===== src/hw/rtl/xxh_pkg.sv =====
// ----------------------------------------------------------------------------
// xxh_pkg
// constants, types and round helpers shared by the xxh64 streaming blocks
// ----------------------------------------------------------------------------
package xxh_pkg;

    localparam logic [63:0] P1 = 64'd11400714785074694791;
    localparam logic [63:0] P2 = 64'd14029467366897019727;
    localparam logic [63:0] P3 = 64'd1609587929392839161;
    localparam logic [63:0] P4 = 64'd9650029242287828579;
    localparam logic [63:0] P5 = 64'd2870177450012600261;

    localparam int QDEPTH = 4;
    localparam int QAW = $clog2(QDEPTH);

    // one classified item as it sits in the queue
    typedef struct packed {
        logic [63:0] data;
        logic [3:0]  count;
        logic        last;
    } item_t;

    function automatic logic [63:0] rol(input logic [63:0] v, input int n);
        rol = (v << n) | (v >> (64 - n));
    endfunction

endpackage


===== src/hw/rtl/xxh_front.sv =====
// ----------------------------------------------------------------------------
// xxh_front
// input side: accepts items, clamps the byte count, queues them for the core
// ----------------------------------------------------------------------------
module xxh_front (
    input  logic                aclk,
    input  logic                aresetn,
    input  logic                s_valid,
    output logic                s_ready,
    input  logic [63:0]         s_data_bytes,
    input  logic [3:0]          s_byte_count,
    input  logic                s_last,
    output logic                q_valid,
    input  logic                q_ready,
    output xxh_pkg::item_t      q_item
);

    xxh_pkg::item_t mem_reg [xxh_pkg::QDEPTH];
    logic [xxh_pkg::QAW-1:0] wp_reg, rp_reg;
    logic [xxh_pkg::QAW:0]   cnt_reg;
    logic push, pop;
    xxh_pkg::item_t in_item;

    assign s_ready = (cnt_reg != (xxh_pkg::QAW+1)'(xxh_pkg::QDEPTH));
    assign push    = s_valid && s_ready;
    assign q_valid = (cnt_reg != '0);
    assign pop     = q_valid && q_ready;
    assign q_item  = mem_reg[rp_reg];

    always_comb begin
        in_item.data  = s_data_bytes;
        in_item.count = (s_byte_count > 4'd8) ? 4'd8 : s_byte_count;
        in_item.last  = s_last;
    end

    always_ff @(posedge aclk) begin
        if (push) begin
            mem_reg[wp_reg] <= in_item;
        end
        if (!aresetn) begin
            wp_reg  <= '0;
            rp_reg  <= '0;
            cnt_reg <= '0;
        end else begin
            if (push) wp_reg <= wp_reg + 1'b1;
            if (pop)  rp_reg <= rp_reg + 1'b1;
            cnt_reg <= cnt_reg + (xxh_pkg::QAW+1)'(push) - (xxh_pkg::QAW+1)'(pop);
        end
    end

endmodule


===== config.mk =====
export PLATFORM = sky130hd
export DESIGN_NAME = xxh_front
export DESIGN_NICKNAME = d
export VERILOG_FILES = /design/src/hw/rtl/xxh_pkg.sv /design/src/hw/rtl/xxh_front.sv
export SDC_FILE = /design/constraint.sdc
export NUM_CORES = 1
export LEC_CHECK = 0
export BUFFER_PORTS_ARGS = -buffer_cell sky130_fd_sc_hd__buf_4
export CORE_UTILIZATION = 45
export CTS_CLUSTER_DIAMETER = 100
export DETAILED_ROUTE_END_ITERATION = 10
export PLACE_DENSITY_LB_ADDON = 0.2
export SLEW_MARGIN = 20
export SYNTH_ARGS = -nofsm -noshare
export SYNTH_HDL_FRONTEND = slang
export SYNTH_SLANG_ARGS = --single-unit

===== constraint.sdc =====
create_clock -name aclk -period 3.68 [get_ports aclk]
set_clock_uncertainty 0.05 [all_clocks]
set_input_delay 0.184 -clock aclk [delete_from_list [all_inputs] [get_ports aclk]]
set_output_delay 0.184 -clock aclk [all_outputs]
set_load 0.02 [all_outputs]

# == Word level (Yosys, flattened, before mapping) ==
# Memories as Yosys holds them, arrays and structs flattened. A register that Yosys moved wholly into a read port is not among the register bits.
# Cells that the tools add are included.
# word_totals
n_memories,1
inputBits,73
wordCells,18
latchBits,0
register_bits,7
output_inout_bits,71
ram_bits,276
romBits,0
# mem_list
name,words,word_bits,read_ports,rd_clocked_by_memory_dff,write_ports,line,text
mem_reg,4,69,1,1,1,xxh_front.sv:18,xxh_pkg::item_t mem_reg [xxh_pkg::QDEPTH];
# op_classes
n_mul,0
order_cmp,1
reduce_logical,3
n_bitwise,0
n_shift,0
n_mux,5
eq_ne,1
add_sub_neg,4
n_div,0
# ops
operator,count
$add A2 B1 Y2 const B,2
$gt A4 B4 Y1 const B,1
$mux W2,2
$mux W4,1
$add A3 B1 Y3,1
$ne A3 B3 Y1 const B,1
$reduce_bool A3 Y1,1
$sub A3 B1 Y3,1
$logic_and A1 B1 Y1,2
$mux W1,2

# == Longest topological paths before layout ==
# Gate-level depths: netlist of run 1.
# logic_depth
ltp_word,4
ltp_mapped,11
depth_no_buf,11

# == Least setup slack after synthesis of run 1 ==
# Ideal clock, no wire load.
# synth_timing
path_type,register to register
start,register cnt_reg[1] in the netlist's numbering
end,memory mem_reg[0][0] in the netlist's numbering (enable)
setup_ps,435
t_required_ps,3195
setup_slack_ps,649
path_buffers,0
arrival_time_ps,2546
period_less_slack_ps,3031
stages_incl_launch_ff,4
cell_sequence,dfxtp_1 > nor2_1 > a21boi_1 > and2_1
# synth_between
elab_chain_len,4
# synth_rtl
element,line,text
from (decl),xxh_front.sv:20,logic [xxh_pkg::QAW:0] cnt_reg;
from (signal assigned),xxh_front.sv:47,cnt_reg <= cnt_reg + (xxh_pkg::QAW+1)'(push) - (xxh_pkg::QAW+1)'(pop);
$ne A3 B3 Y1,xxh_front.sv:24,assign s_ready = (cnt_reg != (xxh_pkg::QAW+1)'(xxh_pkg::QDEPTH));
$logic_and A1 B1 Y1,xxh_front.sv:25,assign push = s_valid && s_ready;
$mux W1,xxh_front.sv:37,if (push) begin
$mux W1 (not written as such),xxh_front.sv:38,mem_reg[wp_reg] <= in_item;
to (decl),xxh_front.sv:18,
# No other way between the ends.

# == Worst setup path in the final report of run 1 ==
# layout_timing
start,register cnt_reg[1] in the netlist's numbering
end,register cnt_reg[2] in the netlist's numbering
# layout_between
elab_chain_len,4
word_cells_on_any_way,6
cone_classes,add/sub: 2; eq/ne: 1; reduce/logical: 3
# layout_rtl
element,line
$ne A3 B3 Y1,xxh_front.sv:24
$logic_and A1 B1 Y1,xxh_front.sv:25
$add A3 B1 Y3,xxh_front.sv:47
$sub A3 B1 Y3 *,xxh_front.sv:47
# Every way passes the cells marked *; elsewhere a longest branch is shown, timed or not.
# A chain may end at the register's enable or synchronous reset.

==> results.md, run 1 <==
Outcome:
- The flow ran to the end, and the final reports show no timing, DRC or antenna violations.

Run:
- Across the run, the number of max-cap violations was 0.

Route:
- After detailed routing, the number of vias per cell comes to about 5.2.
- After detailed routing, the number of remaining DRC violations is 0.
- Dividing the detail-routed wire length by the instance count gives just over 20 um.
- The number of nets with antenna violations after routing is 0.
- The final wirelength is between 15000 and 20000 um.
- For this block, the initial DRC count from the detailed router was 230.
- The number of detailed-route iterations in the first pass is 4.
- For this block, the via count after detailed routing is between 5k and 6k.

Power and ir drop:
- In this run the power density over the cells is 683 mW/mm2.
- In this run the static leakage power is 4.59 nW.
- The design draws slightly above 9 mW.
- VDD sags by at most about 0.47 mV.

Timing:
- The number of hold violations in the final report was 0.
- The worst path meets setup with slightly below 900 ps of slack.
- In the final timing run, aggregate negative setup slack is 0 ps.
- The worst pin sits at a relative slew slack of 0.288.
- Setup violations remaining at the end of the flow were counted as 0.
- Setup repair after global routing left no endpoint under its margin.
- The final cycle utilization of the critical path is 0.757.
- The slew at the pin with the worst max-slew slack is 1070 ps.
- The final-report max-slew violation count is 0.
- The achievable frequency is roughly 0.36 GHz.
- Hold timing on the final database bottoms out at a slack of ~26 ps.
- Subtracting the final worst setup slack from the clock period gives 2790 ps.

Global routing:
- The first-pass GRT wire length is 30300 um.
- The overall routing resource usage is 0.168.
- The via count of the first global-routing pass was about 5.4k.
- The largest net degree at the start of global routing is 70.
- The number of antenna violations at the first check in global routing is 1.
- Summed over all layers, the global routing overflow is 0.

Placement:
- The number of I/O port buffers is between 100 and 150.
- In this run the cell area measured after placement is between 0.01 and 0.015 mm2.
- The weighted congestion reported at the end of routability-driven placement is roughly 0.73.
- The worst slack at placement is roughly 930 ps.
- The detailed placer's ending HPWL is around 11000 um.

Synthesis:
- After synthesis, the mean cell area works out to ~25 um2.
- The register bit total from synthesis is about 290.
- Counting every net in the synthesized netlist gives 493.
- The synthesized netlist occupies a cell area of approximately 0.010 mm2.
- The synthesized netlist contains 21 unique library cells.
- The post-synthesis instance total is 413.
- The sequential fraction of the synthesis area is 0.810.
- The Yosys step of the flow raised 0 warnings.

CTS:
- The cell at the root of the clock tree is clkbuf_16.
- TritonCTS built the clock tree.
- The clock drives between 200 and 300 sinks.
- After clock tree synthesis, the clock-pin slew on the worst setup and hold paths is about 60 ps.
- In this run the number of H-tree levels came out at 1.
- The clock passes through at most 3 buffers.
- The clock reaches the later pin of the worst-skew pair after roughly 540 ps.
- The number of setup buffers added after CTS is 0.
- The total CTS buffers is 30.

Floorplanning:
- The die is about 150 um tall.
- The site row count is 55.
- During I/O placement, the number of pins put on the boundary was 144.
- The core area is about 0.023 mm2.
- The floorplan step defined a die boundary enclosing about 0.024 mm2.
- The starting density of the core is 0.460.
- From left edge to right edge, the die measures between 150 and 200 um.

Worst setup path:
- Walking the worst path, the cells encountered are nor2_1 -> a21boi_1 -> inv_1 -> ha_1 -> inv_1 -> ha_1 -> inv_1 -> fa_1 -> xnor2_1 -> xnor2_1 -> and2_1.
- The critical path arrival is roughly 3200 ps.
- The worst setup path category is flop to flop.
- The highest cell delay on the worst timing path is ~550 ps.
- Of all nets on the critical path, the largest fanout is 7.
- The kind of start point of the critical path is a flop.
- The worst setup path is captured at a flop.
- For the worst setup path, the data required time is 4060 ps.
- The slowest cell on the critical path is a21boi_1.
- The cell type with the highest occurrence count on the critical path is inv_1.
- The total buffers and inverters traversed by the critical path is 3.
- Broken down by cell family, the worst path's largest delay share belongs to adder cells.
- Setup slack on the worst reg-to-reg path comes out at approximately 900 ps.

Finish:
- The area growth from synthesis to layout is 28.7%.
- The fraction of layout instances using a drive strength above 1 is 0.402.
- The total number of nets in the final design is 725.
- The most common cell after layout, fill and taps aside is edfxtp_1.
- The library cells used most frequently in the layout, excluding fill and tap cells, are 276 x edfxtp_1, 148 x buf_4, 69 x mux4_2.
- The flip-flop count of the largest register, all copies and words added is around 280.
- The finished layout cell area is around 0.013 mm2.

Worst hold path:
- The worst hold path class is primary input to flop.
-- Yosys cell counts, drive strengths merged --
cell / n / area, um2
edfxtp: 276 / 8290
mux4: 69 / 1550
buf: 11 / 104
dfxtp: 9 / 180
and2: 7 / 43.8
clkbuf: 7 / 26.3
ha: 6 / 75.1
nor2b: 6 / 37.5
inv: 5 / 18.8
nand2: 5 / 18.8
xnor2: 4 / 35.0
mux2i: 2 / 20.0
a21boi: 1 / 7.51
fa: 1 / 20.0
nor2: 1 / 3.75
o311ai: 1 / 8.76
o31a: 1 / 8.76
or3: 1 / 6.26
-- routing by layer --
layer / global-route usage / vias to the layer above / wire length, um
met5: 0 / - / 0
met4: 0.0457 / 0 / 370
met3: 0.0336 / 29 / 1100
met2: 0.277 / 135 / 9760
met1: 0.230 / 2626 / 8260
li1: - / 2218 / -
-- report_power, final --
group	internal [mW]	switching, mW
Clock	1.59	1.16
Sequential	3.94	0.146
Combinational	1.13	1.23
-- path summary, 6_finish.rpt --
path	from	endpoint	cells after the start
max	cnt_reg[1]$_SDFF_PN0_	cnt_reg[2]$_SDFF_PN0_	11
min reg2reg	wp_reg[1]$_SDFFE_PN0P_	wp_reg[1]$_SDFFE_PN0P_	2
max reg2reg	cnt_reg[1]$_SDFF_PN0_	cnt_reg[2]$_SDFF_PN0_	11
min	s_byte_count[1]	mem_reg[2][2]$_DFFE_PP_	2
-- final cells by class --
class / instances / area (um2)
Clock inverter: 22 / 129
Antenna cell: 1 / 2.50
Tap cell: 285 / 357
Sequential cell: 285 / 8480
Multi-Input combinational cell: 105 / 1850
Clock buffer: 34 / 787
Timing Repair Buffer: 218 / 1840
Inverter: 5 / 18.8
Fill cell: 1663 / 9250
-- timing repair --
| action | CTS | global route |
|---|---|---|
| endpoints found under the hold margin | 285 | 0 |
| hold buffers | 67 | 0 |
| gates resized for setup | 0 | 0 |
-- kinds of logic (layout without fill, tap and decap cells) --
kind of cell / count (synthesis) / count (layout) / synth area share
other cells: 0 / 1 / 0
buf+inv: 23 / 279 / 0.0142
simple gates: 20 / 20 / 0.0105
xor+xnor: 4 / 4 / 0.00335
fa+ha+maj: 7 / 7 / 0.00909
flops: 285 / 285 / 0.810
compound gates: 3 / 3 / 0.00239
mux: 71 / 71 / 0.151
-- through the flow --
stage               std cells   util
floorplan                 413      -
finish                    955  0.593
global route              955  0.593
detailed placement        831  0.523
global placement          831  0.523
CTS                       954  0.593
Power figures use the tool's default switching activity.
==> run 2: changes to the inputs <==
ABC_AREA = 1   (was not set)
clock period = 2.9 ns   (was 3.68 ns; I/O delays follow)
==> results.md, run 2 <==
CTS:
- The clock network latency to the later pin of the worst-skew pair is 530 ps (about the same).
- The total CTS buffers is 29 (-3.3%).
- The number of resized instances in the post-cts repair step was 0 (unchanged).
- The cell sitting at the root of the clock tree is a clkbuf_16.
- The number of setup buffers added after CTS came to 0 (unchanged).
- The clock tree buffer depth is 3 (unchanged).
- TritonCTS built the clock tree.
- The H-tree depth is 1 (unchanged).
- The total of hold buffers inserted after clock tree synthesis is 71 (+6.0%).
- The clock transition at the registers of the reported paths is 60 ps (about the same).
- The sink count of the clock tree is 285 (unchanged).

Route:
- The final wirelength is 22300 um (+14%).
- The number of detailed-route iterations in the first pass is 4 (unchanged).
- The DRC violation count after routing was 0 (unchanged).
- The total via count after detailed routing is 6612 (+32%).
- The average wire per cell in the routed design is 17.2 um (-16%).
- The number of nets with antenna violations after routing is 0 (unchanged).
- The detailed-route vias per instance was 5.10 (-2.8%).
- The number of violations reported at the end of detailed-routing iteration 0 is 527 (+130%).

Finish:
- The most common cell after layout, fill and taps aside is edfxtp_1.
- From synthesis to final layout, the design area changed by 28.2%.
- The fraction of layout instances using a drive strength above 1 is 0.211 (-0.191).
- The final cell count without fillers is 1297 (+36%).
- The total number of nets in the final design is 1034 (+43%).
- In the layout the commonest cells are 276 x edfxtp_1, 153 x buf_4, 149 x nor2_1.
- The flip-flop count of the largest register, all copies and words added is 276 (unchanged).

Placement:
- The total instance count after detailed placement is 1171 (+41%).
- The number of I/O port buffers was 143 (unchanged).
- The detailed placer's ending HPWL is 11700 um (+4.4%).
- The weighted congestion reported at the end of routability-driven placement is 0.729 (-0.64%).
- The worst slack at placement is 522 ps (-404 ps).

Run:
- The max-cap check violation count is 0 (unchanged).

Global routing:
- The number of antenna violations at the first check in global routing was 1 (unchanged).
- The largest net degree at the start of global routing was 139 (+99%).
- The overflow left after global routing is 0 (unchanged).
- The via count of the first global-routing pass is 6481 (+20%).
- The overall routing resource usage is 0.183 (+0.0154).
- The first-pass GRT wire length is 34500 um (+14%).

Worst setup path:
- The required time of the critical path came to 3280 ps (-780 ps).
- The worst setup path is captured at a flop.
- The maximum fanout count along the critical path is 6 (-1).
- The kind of start point of the critical path is a flop.
- The critical path arrival is 2770 ps (-400 ps).
- The critical path is of the flop to flop type.

Timing:
- The number of setup violations in the final report is 0 (unchanged).
- The post-route worst hold slack is 15.8 ps (-9.82 ps).
- The post-route worst setup slack is 509 ps (-384 ps).
- The number of hold violations in the final report is 0 (unchanged).
- The worst max-slew margin expressed relative to the limit is 0.578 (+0.290).
- The achievable frequency is 0.418 GHz (+17%).
- The slew at the pin with the worst max-slew slack is 633 ps (-435 ps).
- Setup repair after global routing left no endpoint under its margin.
- The post-route minimum period is 2390 ps (-396 ps).
- The final-report max-slew violation count is 0 (unchanged).
- The final cycle utilization of the critical path is 0.824 (+0.0670).

Synthesis:
- The total nets after synthesis is 820 (+66%).
- The most frequently used cell type in the post-synthesis netlist is edfxtp_1.
- The post-synthesis instance total is 740 (+79%).
- Sorting the synthesized cells by how often they occur yields 276 x edfxtp_1, 153 x nor2_1, 87 x o21ai_0.
- The netlist area before placement came to 0.0107 mm2 (+2.8%).
- The Yosys warning count was 0 (unchanged).
- The synthesized area per cell was 14.5 um2 (-43%).
- The number of synthesized flops with an enable pin is 276 (unchanged).
- For this run, the leading register cell type out of synthesis is edfxtp_1.
- The area share of the largest cell type after synthesis is 0.771 (-0.0215).
- The distinct cell type count after synthesis came to 21 (unchanged).
- The proportion of register bits with asynchronous set or reset after synthesis came to 0 (unchanged).
- The sequential fraction of the synthesis area came to 0.788 (-0.0220).
- The register bit total from synthesis came to 285 (unchanged).
- Sorting the synthesized cells by area gives the leading types as edfxtp_1 77%, nor2_1 5.3%, o21ai_0 4.1%.
- The synthesized design spends more area on one cell type than any other, namely edfxtp_1.

Outcome:
- The flow ran to the end, and the final reports show no timing, DRC or antenna violations.

Power and ir drop:
- The total design power is 12.0 mW (+31%).
- The reported leakage power is 4.90 nW (+6.9%).
- The power density of the placed cells was 871 mW/mm2 (+28%).
- The largest vdd supply drop is 0.628 mV (+32%).

Floorplanning:
- The die width is 157 um (+1.4%).
- The starting density of the core was 0.458 (-0.00255).
- The die outline height is 157 um (+1.4%).
- The number of I/O pins is 144 (unchanged).
- The site row count was 56 (+1.8%).
- The area of the die is 0.0245 mm2 (+2.8%).
- The core area is 0.0235 mm2 (+3.4%).

Worst hold path:
- The worst hold path class is primary input to flop.
## run 2: worst paths after layout
kind                                   to              startpoint  slack [ps]  cells after the start
setup / recovery    cnt_reg[2]$_SDFF_PN0_   cnt_reg[1]$_SDFF_PN0_         510                     10
hold / removal    mem_reg[0][2]$_DFFE_PP_         s_byte_count[1]          20                      2
setup reg to reg    cnt_reg[2]$_SDFF_PN0_   cnt_reg[1]$_SDFF_PN0_         510                     10
hold reg to reg    rp_reg[0]$_SDFFE_PN0P_  rp_reg[0]$_SDFFE_PN0P_         450                      2
## run 2: worst max-delay path: stages, from the launching register on
cell     delay [ps]
dfxtp_1         350
nor2_1          190
nand2_1         170
nand2_1         380
ha_1            300
inv_1            50
ha_1            130
inv_1            50
fa_1            370
o21ai_0         190
nor2_1           60
## run 2: area by class of cell
cell class / count / area, um2
diodes: 1 / 2.50
clock buffers: 40 / 818
clock inverters: 14 / 144
fillers: 1888 / 9690
inverters: 18 / 70.1
multi-input cells: 392 / 1940
flip-flops and latches: 285 / 8470
well taps: 319 / 399
repair buffers: 228 / 1940
## run 2: through the flow
stage | TNS (ps) | util | instance area, um2
global placement | 0 | 0.516 | 12100
finish | 0 | 0.587 | 13800
detailed placement | 0 | 0.516 | 12100
global route | 0 | 0.587 | 13800
CTS | 0 | 0.587 | 13800
floorplan | -87100 | - | 10800
## run 2: logic make-up after synthesis
logic type	synth area share
buffers and inverters	0.0347
adders and majority gates	0.00885
DFF	0.788
AOI/OAI and AO/OA	0.109
and+or+nand+nor	0.0597
## run 2: layer usage
layer,vias to the layer above,routed length [um],track usage
met2,184,10800,0.308
met1,3198,9860,0.248
met5,-,0,0
met4,0,304,0.0444
li1,3204,-,-
met3,26,1310,0.0332
## run 2: report_power, final
group	switching (mW)	internal, mW	leakage [nW]
Combinational	2.06	1.14	1.83
Sequential	0.105	5.02	2.60
Clock	1.45	2.23	0.468
Total	3.62	8.39	4.90
